$ cat config.mk
export PLATFORM = sky130hd
export DESIGN_NAME = multi_client_heartbeat_watchdog_core
export DESIGN_NICKNAME = d
export VERILOG_FILES = /design/src/rtl/core/mchw_pkg.sv /design/src/rtl/core/mchw_slot_mem.sv /design/src/rtl/core/multi_client_heartbeat_watchdog_core.sv
export SDC_FILE = /design/constraint.sdc
export NUM_CORES = 1
export LEC_CHECK = 0
export BUFFER_PORTS_ARGS = -buffer_cell sky130_fd_sc_hd__buf_2
export CAP_MARGIN = 15
export CELL_PAD_IN_SITES_DETAIL_PLACEMENT = 2
export CELL_PAD_IN_SITES_GLOBAL_PLACEMENT = 2
export CORE_MARGIN = 2
export CORE_UTILIZATION = 50
export CTS_BUF_LIST = sky130_fd_sc_hd__clkbuf_2
export DETAILED_ROUTE_END_ITERATION = 8
export PLACE_DENSITY_LB_ADDON = 0.1
export SYNTH_ARGS = -nofsm -noshare
export SYNTH_HDL_FRONTEND = slang
export SYNTH_SLANG_ARGS = --single-unit
export TNS_END_PERCENT = 1
$ cat constraint.sdc
create_clock -name clk -period 7 [get_ports clk]
set_input_delay 0.35 -clock clk [delete_from_list [all_inputs] [get_ports clk]]
set_output_delay 0.35 -clock clk [all_outputs]
set_load 0.02 [all_outputs]
$ cat src/rtl/core/mchw_pkg.sv
// Shared types and constants of the heartbeat watchdog core.
// Operation, status and fault codes, the control state type and the memory write group.
// No dependencies; every other file of the core imports this package.
package mchw_pkg;

    // Default sizes of the slot table.
    localparam int DEF_SLOTS        = 16;
    localparam int DEF_TIME_BITS    = 32;
    localparam int DEF_TIMEOUT_BITS = 20;

    // Widths of the fields on the stream ports.
    localparam int OP_W       = 3;
    localparam int ID_W       = 5;
    localparam int TMO_IN_W   = 20;
    localparam int NOW_IN_W   = 32;
    localparam int STATUS_W   = 2;
    localparam int FAULT_W    = 2;
    localparam int IN_DATA_W  = 64;
    localparam int OUT_DATA_W = 16;

    // Operation codes carried in tuser.
    localparam logic [OP_W-1:0] OP_REGISTER   = 3'd0;
    localparam logic [OP_W-1:0] OP_UNREGISTER = 3'd1;
    localparam logic [OP_W-1:0] OP_HEARTBEAT  = 3'd2;
    localparam logic [OP_W-1:0] OP_CRITICAL   = 3'd3;
    localparam logic [OP_W-1:0] OP_CHECK      = 3'd4;
    localparam logic [OP_W-1:0] OP_STOP       = 3'd5;

    // Status codes of a result word.
    localparam logic [STATUS_W-1:0] ST_OK      = 2'd0;
    localparam logic [STATUS_W-1:0] ST_BAD     = 2'd1;
    localparam logic [STATUS_W-1:0] ST_FULL    = 2'd2;
    localparam logic [STATUS_W-1:0] ST_STOPPED = 2'd3;

    // Check outcomes.
    localparam logic [FAULT_W-1:0] FAULT_NONE     = 2'd0;
    localparam logic [FAULT_W-1:0] FAULT_TIMEOUT  = 2'd1;
    localparam logic [FAULT_W-1:0] FAULT_CRITICAL = 2'd2;

    // Control sequencer states.
    typedef enum logic [2:0] {
        S_IDLE,
        S_EXEC,
        S_FIND,
        S_WALK,
        S_EMIT
    } state_t;

    // Write enables of the two slot memories.
    typedef struct packed {
        logic tmo_we;
        logic seen_we;
    } mem_wr_t;

endpackage

$ cat src/rtl/core/mchw_slot_mem.sv
// Slot memories of the heartbeat watchdog: per-slot timeout and last-seen time.
// Synchronous write, registered synchronous read enabled by rd_en; uses mchw_pkg.
module mchw_slot_mem
    import mchw_pkg::*;
#(
    parameter int SLOTS        = DEF_SLOTS,
    parameter int TIME_BITS    = DEF_TIME_BITS,
    parameter int TIMEOUT_BITS = DEF_TIMEOUT_BITS,
    parameter int IDX_W        = (SLOTS > 1) ? $clog2(SLOTS) : 1
)
(
    input  logic                    clk,
    input  mem_wr_t                 wr,
    input  logic [IDX_W-1:0]        wr_addr,
    input  logic [TIMEOUT_BITS-1:0] wr_tmo,
    input  logic [TIME_BITS-1:0]    wr_seen,
    input  logic                    rd_en,
    input  logic [IDX_W-1:0]        rd_addr,
    output logic [TIMEOUT_BITS-1:0] rd_tmo,
    output logic [TIME_BITS-1:0]    rd_seen
);

    logic [TIMEOUT_BITS-1:0] tmo_mem  [SLOTS];
    logic [TIME_BITS-1:0]    seen_mem [SLOTS];

    always_ff @(posedge clk)
    begin
        if (wr.tmo_we)
        begin
            tmo_mem[wr_addr] <= wr_tmo;
        end
        if (wr.seen_we)
        begin
            seen_mem[wr_addr] <= wr_seen;
        end
    end

    always_ff @(posedge clk)
    begin
        if (rd_en)
        begin
            rd_tmo  <= tmo_mem[rd_addr];
            rd_seen <= seen_mem[rd_addr];
        end
    end

endmodule

$ cat src/rtl/core/multi_client_heartbeat_watchdog_core.sv
// Heartbeat watchdog core: a table of client slots checked against their timeouts.
// Unregister, heartbeat, critical error, stop and unknown words are decoded and answered;
// a register scans the slots from slot 1 upward for the first free one (full when none is);
// a check walks the slots one per cycle through the slot memory read port unless stopped.
// One word is in work at a time; the next word is taken in the cycle after the result is
// registered, and a result waits until the output register is free or being taken.
// Reset clears all valid and critical flags and the stopped state; memories need no clearing.
module multi_client_heartbeat_watchdog_core
    import mchw_pkg::*;
#(
    parameter int SLOTS        = DEF_SLOTS,
    parameter int TIME_BITS    = DEF_TIME_BITS,
    parameter int TIMEOUT_BITS = DEF_TIMEOUT_BITS
)
(
    input  logic                  clk,
    input  logic                  rst_n,
    // Input words.
    input  logic                  s_axis_tvalid,
    output logic                  s_axis_tready,
    // tdata from bit 0: module_id[4:0], timeout_ms[24:5], now_ms[56:25], zero pad[63:57].
    input  logic [IN_DATA_W-1:0]  s_axis_tdata,
    // tuser from bit 0: operation[2:0].
    input  logic [OP_W-1:0]       s_axis_tuser,
    // Result words.
    output logic                  m_axis_tvalid,
    input  logic                  m_axis_tready,
    // tdata from bit 0: status[1:0], slot_out[6:2], kick[7], fault[9:8], zero pad[15:10].
    output logic [OUT_DATA_W-1:0] m_axis_tdata
);

    // Slot index width and the width of the slot count, which can hold SLOTS itself.
    localparam int IDX_W = (SLOTS > 1) ? $clog2(SLOTS) : 1;
    localparam int CNT_W = IDX_W + 1;
    // Width in which the elapsed time is compared against a timeout.
    localparam int CMP_W = (TIME_BITS > TIMEOUT_BITS) ? TIME_BITS : TIMEOUT_BITS;
    // Width in which a module id is range checked against the slot count.
    localparam int ID_CMP_W = (CNT_W > ID_W) ? CNT_W : ID_W;
    localparam logic [IDX_W-1:0]    LAST_IDX  = IDX_W'(SLOTS - 1);
    localparam logic [ID_CMP_W-1:0] SLOT_LIM  = ID_CMP_W'(SLOTS);
    localparam int                  OUT_USED  = STATUS_W + ID_W + 1 + FAULT_W;

    // Control state.
    state_t state_reg, state_next;

    // Slot flags kept in flip-flops so that reset clears them at once.
    logic [SLOTS-1:0] valid_reg, valid_next;
    logic [SLOTS-1:0] crit_reg, crit_next;
    logic             stopped_reg, stopped_next;

    // Captured input word.
    logic [OP_W-1:0]         op_reg;
    logic [ID_W-1:0]         id_reg;
    logic [TIMEOUT_BITS-1:0] tmo_reg;
    logic [TIME_BITS-1:0]    now_reg;

    // Slot walk: read pointer, end-of-read flag and the slot whose read data is due.
    logic [IDX_W-1:0] rd_idx_reg, rd_idx_next;
    logic             rd_done_reg, rd_done_next;
    logic             eval_vld_reg, eval_vld_next;
    logic [IDX_W-1:0] eval_idx_reg, eval_idx_next;

    // Result being built.
    logic [STATUS_W-1:0] res_status_reg, res_status_next;
    logic [ID_W-1:0]     res_slot_reg, res_slot_next;
    logic                res_kick_reg, res_kick_next;
    logic [FAULT_W-1:0]  res_fault_reg, res_fault_next;

    // Output register that parts the result side from the work.
    logic                  out_vld_reg, out_vld_next;
    logic [OUT_DATA_W-1:0] out_data_reg;

    // Memory ports.
    mem_wr_t                 mem_wr;
    logic [IDX_W-1:0]        mem_wr_addr;
    logic                    mem_rd_en;
    logic [TIMEOUT_BITS-1:0] mem_rd_tmo;
    logic [TIME_BITS-1:0]    mem_rd_seen;

    // Helpers.
    logic                 in_acc;
    logic                 out_load;
    logic                 id_ok;
    logic [IDX_W-1:0]     id_idx;
    logic [TIME_BITS-1:0] elapsed;
    logic                 expired;

    assign in_acc = s_axis_tvalid && s_axis_tready;

    // A module id names a slot when it is between 1 and SLOTS and that slot is in use.
    assign id_idx = IDX_W'(id_reg - ID_W'(1));
    assign id_ok  = (id_reg != '0) && (ID_CMP_W'(id_reg) <= SLOT_LIM) && valid_reg[id_idx];

    // Silence of the slot under evaluation, wrapped at the time width.
    assign elapsed = now_reg - mem_rd_seen;
    assign expired = CMP_W'(elapsed) > CMP_W'(mem_rd_tmo);

    // The result moves to the output register once the old one is gone or being taken.
    assign out_load = (state_reg == S_EMIT) && (!out_vld_reg || m_axis_tready);

    // Timeout and last-seen times live in the slot memories. A check only reads them and
    // the table operations only write them, and one word is in work at a time, so a write
    // is always done before any read of the same entry.
    mchw_slot_mem
    #(
        .SLOTS        (SLOTS),
        .TIME_BITS    (TIME_BITS),
        .TIMEOUT_BITS (TIMEOUT_BITS),
        .IDX_W        (IDX_W)
    )
    u_slot_mem
    (
        .clk     (clk),
        .wr      (mem_wr),
        .wr_addr (mem_wr_addr),
        .wr_tmo  (tmo_reg),
        .wr_seen (now_reg),
        .rd_en   (mem_rd_en),
        .rd_addr (rd_idx_reg),
        .rd_tmo  (mem_rd_tmo),
        .rd_seen (mem_rd_seen)
    );

    // Next state of the sequencer.
    always_comb
    begin
        state_next = state_reg;
        case (state_reg)
            S_IDLE:
            begin
                if (in_acc)
                begin
                    state_next = S_EXEC;
                end
            end
            S_EXEC:
            begin
                case (op_reg)
                    OP_REGISTER:
                    begin
                        state_next = S_FIND;
                    end
                    OP_CHECK:
                    begin
                        state_next = stopped_reg ? S_EMIT : S_WALK;
                    end
                    default:
                    begin
                        state_next = S_EMIT;
                    end
                endcase
            end
            S_FIND:
            begin
                if (!valid_reg[rd_idx_reg] || (rd_idx_reg == LAST_IDX))
                begin
                    state_next = S_EMIT;
                end
            end
            S_WALK:
            begin
                if (eval_vld_reg && (eval_idx_reg == LAST_IDX || (valid_reg[eval_idx_reg]
                    && (crit_reg[eval_idx_reg] || expired))))
                begin
                    state_next = S_EMIT;
                end
            end
            S_EMIT:
            begin
                if (out_load)
                begin
                    state_next = S_IDLE;
                end
            end
            default:
            begin
                state_next = S_IDLE;
            end
        endcase
    end

    // Outputs of the sequencer.
    always_comb
    begin
        s_axis_tready = 1'b0;
        mem_rd_en     = 1'b0;
        case (state_reg)
            S_IDLE:
            begin
                s_axis_tready = 1'b1;
            end
            S_WALK:
            begin
                mem_rd_en = !rd_done_reg;
            end
            default:
            begin
                s_axis_tready = 1'b0;
            end
        endcase
    end

    // Table updates, slot walk and result.
    always_comb
    begin
        valid_next      = valid_reg;
        crit_next       = crit_reg;
        stopped_next    = stopped_reg;
        rd_idx_next     = rd_idx_reg;
        rd_done_next    = rd_done_reg;
        eval_vld_next   = 1'b0;
        eval_idx_next   = eval_idx_reg;
        res_status_next = res_status_reg;
        res_slot_next   = res_slot_reg;
        res_kick_next   = res_kick_reg;
        res_fault_next  = res_fault_reg;
        mem_wr          = '0;
        mem_wr_addr     = rd_idx_reg;

        case (state_reg)
            S_IDLE:
            begin
                res_status_next = ST_OK;
                res_slot_next   = '0;
                res_kick_next   = 1'b0;
                res_fault_next  = FAULT_NONE;
                rd_idx_next     = '0;
                rd_done_next    = 1'b0;
            end
            S_EXEC:
            begin
                mem_wr_addr = id_idx;
                case (op_reg)
                    OP_UNREGISTER:
                    begin
                        if (!id_ok)
                        begin
                            res_status_next = ST_BAD;
                        end
                        else
                        begin
                            valid_next[id_idx] = 1'b0;
                            crit_next[id_idx]  = 1'b0;
                        end
                    end
                    OP_HEARTBEAT:
                    begin
                        if (!id_ok)
                        begin
                            res_status_next = ST_BAD;
                        end
                        else
                        begin
                            mem_wr.seen_we = 1'b1;
                        end
                    end
                    OP_CRITICAL:
                    begin
                        if (!id_ok)
                        begin
                            res_status_next = ST_BAD;
                        end
                        else
                        begin
                            crit_next[id_idx] = 1'b1;
                        end
                    end
                    OP_CHECK:
                    begin
                        if (stopped_reg)
                        begin
                            res_status_next = ST_STOPPED;
                        end
                    end
                    OP_STOP:
                    begin
                        if (stopped_reg)
                        begin
                            res_status_next = ST_STOPPED;
                        end
                        stopped_next = 1'b1;
                    end
                    default:
                    begin
                        res_status_next = ST_OK;
                    end
                endcase
            end
            S_FIND:
            begin
                if (!valid_reg[rd_idx_reg])
                begin
                    mem_wr.tmo_we          = 1'b1;
                    mem_wr.seen_we         = 1'b1;
                    valid_next[rd_idx_reg] = 1'b1;
                    crit_next[rd_idx_reg]  = 1'b0;
                    res_status_next        = ST_OK;
                    res_slot_next          = ID_W'(CNT_W'(rd_idx_reg) + CNT_W'(1));
                end
                else if (rd_idx_reg == LAST_IDX)
                begin
                    res_status_next = ST_FULL;
                end
                else
                begin
                    rd_idx_next = rd_idx_reg + IDX_W'(1);
                end
            end
            S_WALK:
            begin
                if (!rd_done_reg)
                begin
                    eval_vld_next = 1'b1;
                    eval_idx_next = rd_idx_reg;
                    if (rd_idx_reg == LAST_IDX)
                    begin
                        rd_done_next = 1'b1;
                    end
                    else
                    begin
                        rd_idx_next = rd_idx_reg + IDX_W'(1);
                    end
                end
                if (eval_vld_reg)
                begin
                    if (valid_reg[eval_idx_reg] && (crit_reg[eval_idx_reg] || expired))
                    begin
                        // A critical flag outranks a timeout on the same slot.
                        res_fault_next = crit_reg[eval_idx_reg] ? FAULT_CRITICAL
                                                                : FAULT_TIMEOUT;
                        res_slot_next  = ID_W'(CNT_W'(eval_idx_reg) + CNT_W'(1));
                        stopped_next   = 1'b1;
                        eval_vld_next  = 1'b0;
                    end
                    else if (eval_idx_reg == LAST_IDX)
                    begin
                        res_kick_next = 1'b1;
                        eval_vld_next = 1'b0;
                    end
                end
            end
            default:
            begin
                eval_vld_next = 1'b0;
            end
        endcase
    end

    // Output register handshake.
    always_comb
    begin
        out_vld_next = out_vld_reg;
        if (out_load)
        begin
            out_vld_next = 1'b1;
        end
        else if (m_axis_tready)
        begin
            out_vld_next = 1'b0;
        end
    end

    always_ff @(posedge clk or negedge rst_n)
    begin
        if (!rst_n)
        begin
            state_reg      <= S_IDLE;
            valid_reg      <= '0;
            crit_reg       <= '0;
            stopped_reg    <= 1'b0;
            rd_done_reg    <= 1'b0;
            eval_vld_reg   <= 1'b0;
            out_vld_reg    <= 1'b0;
        end
        else
        begin
            state_reg      <= state_next;
            valid_reg      <= valid_next;
            crit_reg       <= crit_next;
            stopped_reg    <= stopped_next;
            rd_done_reg    <= rd_done_next;
            eval_vld_reg   <= eval_vld_next;
            out_vld_reg    <= out_vld_next;
        end
    end

    // Payload registers.
    always_ff @(posedge clk)
    begin
        if (in_acc)
        begin
            op_reg  <= s_axis_tuser;
            id_reg  <= s_axis_tdata[ID_W-1:0];
            tmo_reg <= TIMEOUT_BITS'(s_axis_tdata[ID_W +: TMO_IN_W]);
            now_reg <= TIME_BITS'(s_axis_tdata[ID_W + TMO_IN_W +: NOW_IN_W]);
        end
        rd_idx_reg     <= rd_idx_next;
        eval_idx_reg   <= eval_idx_next;
        res_status_reg <= res_status_next;
        res_slot_reg   <= res_slot_next;
        res_kick_reg   <= res_kick_next;
        res_fault_reg  <= res_fault_next;
        if (out_load)
        begin
            out_data_reg <= {(OUT_DATA_W - OUT_USED)'(0), res_fault_reg, res_kick_reg,
                             res_slot_reg, res_status_reg};
        end
    end

    assign m_axis_tvalid = out_vld_reg;
    assign m_axis_tdata  = out_data_reg;

    // The slot walk only reads the memories.
    a_no_write_in_walk: assert property (@(posedge clk) disable iff (!rst_n)
        (state_reg == S_WALK) |-> !(mem_wr.tmo_we || mem_wr.seen_we))
        else $error("slot memory written during a check walk");

    // A kick never comes with a fault or a failing slot.
    a_kick_clean: assert property (@(posedge clk) disable iff (!rst_n)
        (out_load && res_kick_reg) |-> (res_fault_reg == FAULT_NONE && res_slot_reg == '0))
        else $error("kick issued together with a fault");

    // A reported fault leaves the monitor stopped.
    a_fault_stops: assert property (@(posedge clk) disable iff (!rst_n)
        (out_load && res_fault_reg != FAULT_NONE) |-> stopped_reg)
        else $error("fault reported without latching the stopped state");

    // Only reset leaves the stopped state.
    a_stop_sticky: assert property (@(posedge clk) disable iff (!rst_n)
        stopped_reg |=> stopped_reg)
        else $error("stopped state cleared without reset");

    // An accepted word is decoded in the next cycle.
    a_accept_exec: assert property (@(posedge clk) disable iff (!rst_n)
        in_acc |=> (state_reg == S_EXEC))
        else $error("accepted word not decoded");

endmodule

Word level (Yosys, flattened, before mapping)
Memory sizes are Yosys's and may differ from the RTL's. A register that Yosys moved wholly into a read port is not among the register bits.
Cells that the tools add are included.
{"block": "classes", "n_addsub": 5, "n_mul": 0, "n_div": 0, "magnitude_cmp": 7, "n_eq_ne": 31, "shifts": 0, "n_mux": 76, "n_bitwise": 8, "reduce_logical": 36}
{"op": "two-way mux 16 bit", "count": 6}
{"op": "one-hot mux 16 bit (2 select lines)", "count": 3}
{"op": "AND 16 bit", "count": 3}
{"op": "> comparator 32 x 20 -> 1 bit", "count": 1}
{"op": "inverter 16 bit", "count": 2}
{"op": "bitwise OR 16 bit", "count": 2}
{"op": "subtractor 32 bit", "count": 1}
{"op": "two-way mux 1 bit", "count": 30}
{"op": "inequality test 2 bit, second input constant", "count": 12}
{"op": "AND reduction 4 bit", "count": 6}
{"op": "binary-select mux 1 bit (select 4 bit)", "count": 4}
{"op": "two-way mux 2 bit", "count": 8}
{"op": "two-way mux 4 bit", "count": 4}
{"op": "< comparator 4 x 5 -> 1 bit, second input constant", "count": 3}
{"op": "two-way mux 3 bit", "count": 5}
{"op": "two-way mux 5 bit", "count": 3}
{"op": "inequality test 3 bit, second input constant", "count": 5}
{"op": "one-hot mux 3 bit (5 select lines)", "count": 1}
{"op": "one-hot mux 5 bit (3 select lines)", "count": 1}
{"op": "== test 3 x 2 -> 1 bit, second input constant", "count": 4}
{"op": "one-hot mux 4 bit (3 select lines)", "count": 1}
{"op": "adder 4 x 1 -> 5 bit, second input constant", "count": 2}
{"op": "== test 3 bit, second input constant", "count": 3}
{"op": "demux 1 bit (select 4 bit)", "count": 2}
{"op": "other kinds (25)", "count": 51}
{"block": "word_totals", "register_bits": 127, "latchBits": 0, "mem_bits_rw": 832, "mem_bits_ro": 0, "input_bits": 71, "out_inout_bits": 18, "word_cells": 183, "memories": 2}
{"name": "u_slot_mem.seen_mem", "depth": 16, "width": 32, "rd": 1, "rd_ports_with_merged_regs": 1, "wr": 1, "line": "mchw_slot_mem.sv:24", "text": "logic [TIME_BITS-1:0] seen_mem [SLOTS];"}
{"name": "u_slot_mem.tmo_mem", "depth": 16, "width": 20, "rd": 1, "rd_ports_with_merged_regs": 1, "wr": 1, "line": "mchw_slot_mem.sv:23", "text": "logic [TIMEOUT_BITS-1:0] tmo_mem [SLOTS];"}

Depth between registers and ports, before layout
Gate-level depths: netlist of the first run.
{"block": "depth", "ltp_word": 10, "ltp_mapped": 21}

Hierarchy
Synthesis of the first run repeated with hierarchy kept, for this count alone.
{"block": "unflattened", "hier_cells": 2197, "area_unflattened_um2": 41004.3}
{"mod": "mchw_slot_mem", "instances": 1, "cells_per_inst": 1371, "area_per_inst_um2": 32830.2, "seq_area_each_um2": 26545.5}
{"mod": "multi_client_heartbeat_watchdog_core", "instances": 1, "cells_per_inst": 826, "area_per_inst_um2": 8174.1, "seq_area_each_um2": 3618.5}

Worst setup path after synthesis of the first run
Ideal clock, no wire load.
{"block": "synth_path", "path_type": "register -> register", "startpoint": "register now_reg[0]", "endpoint": "register res_kick_reg, enable pin", "setup_time_ns": 0.320, "arrival_ns": 4.589, "required_ns": 6.680, "setup_slack_ns": 2.091, "stages_incl_launch_ff": 21, "n_path_buf": 0, "cell_sequence": "edfxtp_1 -> inv_1 -> ha_1 -> inv_1 -> fa_1 -> a211oi_1 -> o211ai_1 -> a21boi_0 -> o221ai_1 -> a21oi_1 -> xnor2_1 -> ha_1 -> a21o_1 -> a221oi_1 -> o21ai_0 -> o31ai_1 -> o211ai_1 -> nor4_1 -> nand4_1 -> o41a_1 -> o31ai_1"}
{"block": "synth_between", "elab_chain_cells": 6}
{"element": "start, declared", "line": "multi_client_heartbeat_watchdog_core.sv:55", "text": "logic [TIME_BITS-1:0] now_reg;"}
{"element": "start signal, assigned", "line": "multi_client_heartbeat_watchdog_core.sv:395", "text": "now_reg <= TIME_BITS'(s_axis_tdata[ID_W + TMO_IN_W +: NOW_IN_W]);"}
{"element": "subtractor 32 bit", "line": "multi_client_heartbeat_watchdog_core.sv:95", "text": "assign elapsed = now_reg - mem_rd_seen;"}
{"element": "> comparator 32 x 20 -> 1 bit", "line": "multi_client_heartbeat_watchdog_core.sv:96", "text": "assign expired = CMP_W'(elapsed) > CMP_W'(mem_rd_tmo);"}
{"element": "logical OR 1 bit", "line": "multi_client_heartbeat_watchdog_core.sv:326", "text": "if (valid_reg[eval_idx_reg] && (crit_reg[eval_idx_reg] || expired))"}
{"element": "logical AND 1 bit", "line": "multi_client_heartbeat_watchdog_core.sv:326"}
{"element": "inequality test 2 bit (no line)"}
{"element": "AND reduction 4 bit (no line)"}
{"element": "end signal, assigned", "line": "multi_client_heartbeat_watchdog_core.sv:401", "text": "res_kick_reg <= res_kick_next;"}
{"element": "end, declared", "line": "multi_client_heartbeat_watchdog_core.sv:66", "text": "logic res_kick_reg, res_kick_next;"}
No other way between the ends.
A chain may end at the register's enable or synchronous reset.

Final worst setup path of the first run
Ends and elaborated chain as after synthesis.

==> results of run 1 <==
cell usage in the layout (no fill, tap or decap), types with 8 or more instances in the layout:
cell           instances
nor2_1                61
o21ai_0               89
nand2_1               68
mux4_2               279
buf_2                 75
nand3_1               14
ha_1                  61
clkbuf_2             369
clkinv_1              53
a21o_1                 8
edfxtp_1             972
nand2b_1              15
nor3_1                11
nand4_1               16
a21oi_1               56
diode_2               10
nor2_4                17
inv_1                 70
xor2_1                17
a31oi_1               31
xnor2_1               20
o21a_1                 9
dlygate4sd3_1        147
inv_2                 11
dfrtp_1               39
nor2_2                17
buf_4                 60
what timing repair did:
action,in CTS,in global routing
hold buffers,148,0
setup endpoints to repair,5,12
setup buffers,1,0
endpoints found under the hold margin,164,0
gates resized for setup,1,3
logic make-up after synthesis:
| kind of cell | share of synthesized area |
|---|---|
| DFF | 0.738 |
| muxes | 0.154 |
| and+or+nand+nor | 0.0281 |
| AOI/OAI and AO/OA | 0.0361 |
| buffers and inverters | 0.0164 |
| adders and majority gates | 0.0194 |
| xor gates and xnor gates | 0.00792 |
| other | 0.0000917 |
report_power, final:
part / internal [uW] / switching (uW) / leakage [uW]
Combinational: 1890 / 2680 / 0.00472
Clock: 1520 / 2840 / 0.00171
Sequential: 7240 / 433 / 0.00932
Total: 10600 / 5950 / 0.0158
through the flow:
stage | cells | hold slack (ns) | setup slack [ns] | power, uW
2_1_floorplan | 2065 | 0.0544 | 2.09 | 10500
3_3_place_gp | 3161 | 0.405 | 1.11 | 11700
3_5_place_dp | 3161 | 0.409 | 0.373 | 12000
4_1_cts | 3746 | 0.00148 | 0.194 | 16400
5_1_grt | 3752 | 0.000138 | 0.0980 | 17100
6_report | 3758 | 0.0979 | 0.142 | 16600
synth_stat cells, types with 4 or more instances:
library cell	instances
o21a_1	9
o31ai_1	5
buf_4	7
nor3_1	11
nor2_1	95
buf_1	24
dfrtp_1	39
mux4_2	279
nand4_1	16
edfxtp_1	972
xnor2_1	20
nand3_1	14
o21ai_1	5
o21ai_0	89
nand2b_1	15
a21o_1	8
and2_1	7
o211ai_1	4
inv_1	70
a31oi_1	31
clkbuf_1	66
xor2_1	17
nand2_1	68
nor2b_1	6
ha_1	61
a21oi_1	56
a211oi_1	7
and3_1	5
tightest hold or removal path, stage by stage:
cell and delay [ns]:
dlygate4sd3_1 0.52, buf_2 0.09, dlygate4sd3_1 0.57
worst max-delay path by stage:
| stage | startpoint | end | cells after the start |
|---|---|---|---|
| after global placement | now_reg[1] | res_kick_reg | 17 |
| final | now_reg[0] | res_kick_reg | 20 |
| after floorplan | now_reg[0] | res_kick_reg | 20 |
| after global routing | now_reg[1] | res_kick_reg | 18 |
| after detailed placement | now_reg[0] | res_kick_reg | 20 |
| after CTS | now_reg[8] | res_kick_reg | 18 |
per-layer routing:
metal | GRT usage | wire length (um) | vias up
met5 | 0 | 28 | -
met4 | 0.188 | 7440 | 4
met3 | 0.0754 | 10500 | 450
met2 | 0.585 | 74100 | 1505
met1 | 0.434 | 54000 | 13300
li1 | - | - | 9497
area by class of cell:
cell class / count / area (um2)
Tap cell: 1060 / 1330
Antenna cell: 10 / 25.0
Clock inverter: 67 / 337
Fill cell: 6711 / 34200
Clock buffer: 369 / 1850
Multi-Input combinational cell: 884 / 10300
Timing Repair Buffer: 285 / 2350
Sequential cell: 1011 / 30200
Inverter: 72 / 270
==> results.tsv, run 1 <==
stage	metric	value	unit
logic_synthesis	post-synth top area cell	edfxtp_1	
floorplanning	die width	290	um
worst_setup_path	CP max FO	5	
placement	DP Wirelength	75.6	mm
cts	clk slew on worst S/H paths	0.13	ns
worst_setup_path	largest delay contributor family on the critical path	compound AO/OA/AOI/OAI gates	
outcome	status	complete, no violations	
sta	clk_skew	0.167	ns
logic_synthesis	proportion of synthesized chip area in sequential cells	0.738	
worst_setup_path	crit path max-delay cell type	o41a_1	
global_routing	largest net degree at the start of global routing	155	
power_and_ir_drop	static leakage	0.0158	uW
final_layout	final net count	2662	
cts	clk buf depth	4	
worst_setup_path	Setup crit end kind	flop	
logic_synthesis	prevailing post-synth register cell	edfxtp_1	
sta	Slew HR	0.233	
worst_setup_path	crit path DAT	7.98	ns
worst_setup_path	kind of critical path	flop to flop	
sta	FMAX	146	MHz
global_routing	total congestion overflow	0	
worst_setup_path	Reg2Reg Depth	20	
sta	final setup vio count	0	
final_layout	Layout area overhead	13.9	%
sta	Max Slew Vio Count	0	
power_and_ir_drop	Pwr Density	356	mW/mm2
global_routing	GRT Util Overall	0.351	
final_layout	fraction of layout cells with a size suffix above 1	0.314	
logic_synthesis	Avg Cell Area, Syn	19.9	um2
worst_setup_path	Worst Path Required	8.12	ns
global_routing	global-route wire length before repair	207	mm
placement	IO Port Bufs	75	
drt	drt wl/cell	38.9	um
drt	drt drc	0	
drt	DR vias/cell	6.59	
sta	RSZ-0062 raised after global routing	false	
floorplanning	die height	290	um
drt	Final Routed Wirelength	146	mm
global_routing	initial antenna violation count	5	
logic_synthesis	Yosys reg bits	1011	
logic_synthesis	fraction of registers with async set/reset	0.0386	
cts	Worst-Skew Late Latency	1.61	ns
logic_synthesis	post-synth cell types	65	
final_layout	Final Util	0.576	
logic_synthesis	largest cells by area after synthesis	edfxtp_1, mux4_2, dfrtp_1, ha_1, o21ai_0	
floorplanning	area of the core	0.0808	mm2
drt	antenna viol nets, final	0	
worst_setup_path	crit path launch type	flop	
sta	final hold violation count	0	
logic_synthesis	Post-Syn Area	0.0409	mm2
placement	dpl cell area	0.0428	mm2
power_and_ir_drop	worst ir drop on vdd	418	uV
floorplanning	area of the die	0.0841	mm2
final_layout	Largest register FFs	512	
hold_path	WHS Path Cells	3	
worst_setup_path	R2R Path End	res_kick_reg	
floorplanning	row count	104	
worst_setup_path	RR Startpoint	now_reg[0]	
sta	fin crit period	6.86	ns
logic_synthesis	post-synthesis cell count	2060	
job	max_cap viols	0	
cts	CTS tree	done	
worst_setup_path	Largest stage delay, worst path	0.69	ns
worst_setup_path	WP buf/inv	2	
global_routing	vias in the first global route	27500	
final_layout	top flop regs	u_slot_mem.seen_mem: 512 flops, u_slot_mem.tmo_mem: 320 flops	
hold_path	HP Class	input pin to flop	
sta	Final TNS setup	0	ns
sta	worst-margin pin slew	1.14	ns
cts	CTS H-tree depth	5	
logic_synthesis	number of synthesized flops with an enable pin	972	
final_layout	Biggest register	u_slot_mem.seen_mem	
floorplanning	IO Pins	89	
logic_synthesis	Synth top area share	0.714	
cts	CTS Buf Count	275	
drt	DR pass1 iterations	6	
floorplanning	initial core utilization	0.506	
cts	Sink Count	1011	
cts	Root Buffer	clkbuf_2	
drt	1st-iter DRT viols	2847	
final_layout	Post-Layout Inst Area	0.0466	mm2
worst_setup_path	crit path cell chain	inv_1 > ha_1 > inv_1 > fa_1 > a211oi_1 > o211ai_1 > a21boi_1 > o221ai_1 > a21oi_1 > xnor2_1 > ha_1 > a21o_1 > a221oi_1 > o21ai_0 > o31ai_1 > o211ai_1 > nor4_1 > nand4_1 > o41a_1 > o31ai_1	
logic_synthesis	Warnings, synthesis	0	
drt	via count	24800	
hold_path	WHS Endpoint	tmo_reg[7]	
worst_setup_path	R2R setup slack	0.14	ns
hold_path	Hold Startpoint	s_axis_tdata[12]	
placement	GP Congestion	0.852	
sta	Tcrit/Tclk final	0.980	
No activity file was read; power rests on OpenSTA's default activity.
==> run 2, diff against run 1 <==
--- a/config.mk
+++ b/config.mk
@@ -14,6 +14,7 @@
 export CTS_BUF_LIST = sky130_fd_sc_hd__clkbuf_2
 export DETAILED_ROUTE_END_ITERATION = 8
 export PLACE_DENSITY_LB_ADDON = 0.1
+export REMOVE_ABC_BUFFERS = 1
 export SYNTH_ARGS = -nofsm -noshare
 export SYNTH_HDL_FRONTEND = slang
 export SYNTH_SLANG_ARGS = --single-unit
==> results.tsv, run 2 (same netlist as run 1, synthesis figures left out) <==
stage	metric	value	unit	change
worst_setup_path	stages on the worst setup path	21		was 20
final_layout	Largest register FFs	512		unchanged
outcome	status	complete, no violations		unchanged
worst_setup_path	Reg2Reg Depth	21		was 20
drt	Final Routed Wirelength	151	mm	was 146 mm
global_routing	global-route wire length before repair	213	mm	was 207 mm
worst_setup_path	Setup crit end kind	flop		unchanged
drt	DR vias/cell	6.68		was 6.59
power_and_ir_drop	clock power share	0.267		was 0.262
global_routing	M3 GR Usage	0.0627		was 0.0754
sta	Final WS setup	0.156	ns	was 0.142 ns
global_routing	total congestion overflow	0		unchanged
floorplanning	IO Pins	89		unchanged
worst_setup_path	largest delay contributor family on the critical path	compound AO/OA/AOI/OAI gates		unchanged
floorplanning	row count	104		unchanged
drt	DR pass1 iterations	5		was 6
global_routing	largest net degree at the start of global routing	95		was 155
drt	antenna viol nets, final	0		unchanged
sta	Tcrit/Tclk final	0.978		was 0.980
placement	DP Worst Slack	0.0370	ns	was 0.373 ns
final_layout	fraction of layout cells with a size suffix above 1	0.324		was 0.314
floorplanning	area of the die	0.0841	mm2	unchanged
sta	Final TNS setup	0	ns	unchanged
placement	GP Congestion	0.830		was 0.852
worst_setup_path	WP buf/inv	2		unchanged
sta	final setup vio count	0		unchanged
worst_setup_path	crit path launch type	flop		unchanged
hold_path	HP Class	input pin to flop		unchanged
drt	drt drc	0		unchanged
global_routing	GRT Util Overall	0.361		was 0.351
power_and_ir_drop	Switching Fraction	0.361		was 0.358
final_layout	Biggest register	u_slot_mem.seen_mem		unchanged
power_and_ir_drop	static leakage	0.0159	uW	was 0.0158 uW
global_routing	met2 usage	0.617		was 0.585
global_routing	vias in the first global route	27700		was 27500
placement	IO Port Bufs	75		unchanged
sta	Max Slew Vio Count	0		unchanged
cts	Root Buffer	clkbuf_2		unchanged
global_routing	initial antenna violation count	4		was 5
sta	RSZ-0062 raised after global routing	false		unchanged
power_and_ir_drop	worst ir drop on vdd	238	uV	was 418 uV
job	max_cap viols	0		unchanged
power_and_ir_drop	Pint	10700	uW	was 10600 uW
floorplanning	die width	290	um	unchanged
sta	FMAX	146	MHz	about the same
worst_setup_path	CP max FO	5		unchanged
sta	worst-margin pin slew	1.25	ns	was 1.14 ns
worst_setup_path	crit path cell chain	inv_1 > ha_1 > inv_1 > fa_1 > a211oi_1 > o211ai_1 > a21boi_2 > o221ai_1 > a21oi_2 > xnor2_1 > ha_1 > a21o_1 > a221oi_2 > o21ai_0 > o31ai_2 > o211ai_1 > nor4_2 > nand4_1 > o41a_1 > nand4_1 > a21oi_1		was inv_1 > ha_1 > inv_1 > fa_1 > a211oi_1 > o211ai_1 > a21boi_1 > o221ai_1 > a21oi_1 > xnor2_1 > ha_1 > a21o_1 > a221oi_1 > o21ai_0 > o31ai_1 > o211ai_1 > nor4_1 > nand4_1 > o41a_1 > o31ai_1
worst_setup_path	Worst Path Required	8.18	ns	was 8.12 ns
cts	clk slew on worst S/H paths	0.15	ns	was 0.13 ns
cts	clk buf depth	4		unchanged
cts	CTS Buf Count	278		was 275
placement	DP Wirelength	75.2	mm	was 75.6 mm
final_layout	final net count	2683		was 2662
cts	Sink Count	1011		unchanged
hold_path	WHS Path Cells	3		unchanged
sta	fin crit period	6.84	ns	was 6.86 ns
final_layout	most frequent cells in the layout	edfxtp_1, clkbuf_2, mux4_2, dlygate4sd3_1, o21ai_0		unchanged
sta	hold_ws	0.0686	ns	was 0.0979 ns
drt	drt wl/cell	40.0	um	was 38.9 um
drt	1st-iter DRT viols	3181		was 2847
final_layout	most common cell after layout, fill and taps aside	edfxtp_1		unchanged
power_and_ir_drop	sequential share of power	0.456		was 0.463
worst_setup_path	Largest stage delay, worst path	0.61	ns	was 0.69 ns
final_layout	Post-Layout Inst Area	0.0469	mm2	was 0.0466 mm2
sta	Slew HR	0.164		was 0.233
worst_setup_path	kind of critical path	flop to flop		unchanged
power_and_ir_drop	Pwr Density	358	mW/mm2	was 356 mW/mm2
worst_setup_path	crit path max-delay cell type	o41a_1		unchanged
cts	Worst-Skew Late Latency	1.60	ns	was 1.61 ns
global_routing	most used routing layer	met2		unchanged
global_routing	met1 Track Usage GR	0.448		was 0.434
floorplanning	area of the core	0.0808	mm2	unchanged
floorplanning	initial core utilization	0.506		unchanged
cts	CTS H-tree depth	5		unchanged
sta	final hold violation count	0		unchanged
cts	CTS tree	done		unchanged
power_and_ir_drop	net switching power	6070	uW	was 5950 uW
floorplanning	die height	290	um	unchanged
final_layout	Layout area overhead	14.6	%	was 13.9%
drt	via count	25200		was 24800
worst_setup_path	crit path DAT	8.02	ns	was 7.98 ns
sta	clk_skew	0.191	ns	was 0.167 ns
power_and_ir_drop	combinational power share	0.276		was 0.275
final_layout	top flop regs	u_slot_mem.seen_mem: 512 flops, u_slot_mem.tmo_mem: 320 flops		unchanged
placement	dpl cell area	0.0428	mm2	about the same
-- run 2: changes by cell type in the layout (fill, tap and decap cells not counted), sizes merged --
cell         delta
buf            +17
clkbuf         +14
clkinv          -6
diode           -5
dlygate4sd3     +2
inv             -2
-- run 2: cell type report --
class / instances / area [um2]
Fill cell: 6709 / 33900
Sequential cell: 1011 / 30200
Multi-Input combinational cell: 884 / 10300
Timing Repair Buffer: 303 / 2530
Clock buffer: 384 / 1920
Tap cell: 1060 / 1330
Clock inverter: 59 / 302
Inverter: 72 / 270
Antenna cell: 5 / 12.5
-- run 2: stage by stage --
step / util / instances / power, uW
final: 0.580 / 3778 / 16800
after global routing: 0.580 / 3775 / 17300
after CTS: 0.577 / 3749 / 16500
after detailed placement: 0.530 / 3155 / 12000
after global placement: 0.530 / 3155 / 11700
after floorplan: - / 1967 / 11100
-- run 2: metal layers --
| layer | vias up | wire length (um) |
|---|---|---|
| met5 | - | 10 |
| met4 | 2 | 7060 |
| met3 | 446 | 10900 |
| met2 | 1734 | 78200 |
| met1 | 13500 | 54900 |
| li1 | 9528 | - |
-- run 2: power by group through the flow --
stage          Combinational, uW  Sequential (uW)  Clock [uW]
3_3_place_gp                3960             7690           0
3_5_place_dp                4230             7790           0
6_report                    4640             7660        4490
5_1_grt                     4840             7690        4770
4_1_cts                     4460             7660        4340
2_1_floorplan               2980             8110           0
-- run 2: what timing repair did --
action,4_1_cts,5_1_grt
setup buffers,1,23
setup endpoints to repair,13,13
resized for setup,3,10
pin swaps,0,2
hold endpoints to repair,172,0
hold buffers,150,0
-- run 2: final timing paths --
check,startpoint,endpoint,slack (ns)
max,now_reg[0],res_slot_reg[3],0.16
min,s_axis_tdata[33],now_reg[8],0.07
min reg2reg,res_fault_reg[1],m_axis_tdata[9],0.43
max in group asynchronous,rst_n,state_reg[2],6.18
max reg2reg,now_reg[0],res_slot_reg[3],0.16
min in group asynchronous,rst_n,valid_reg[10],0.50
-- run 2: tightest hold or removal path: cells and delay by family --
| family | cells | cell delay [ns] |
|---|---|---|
| buffers and inverters | 3 | 1.15 |
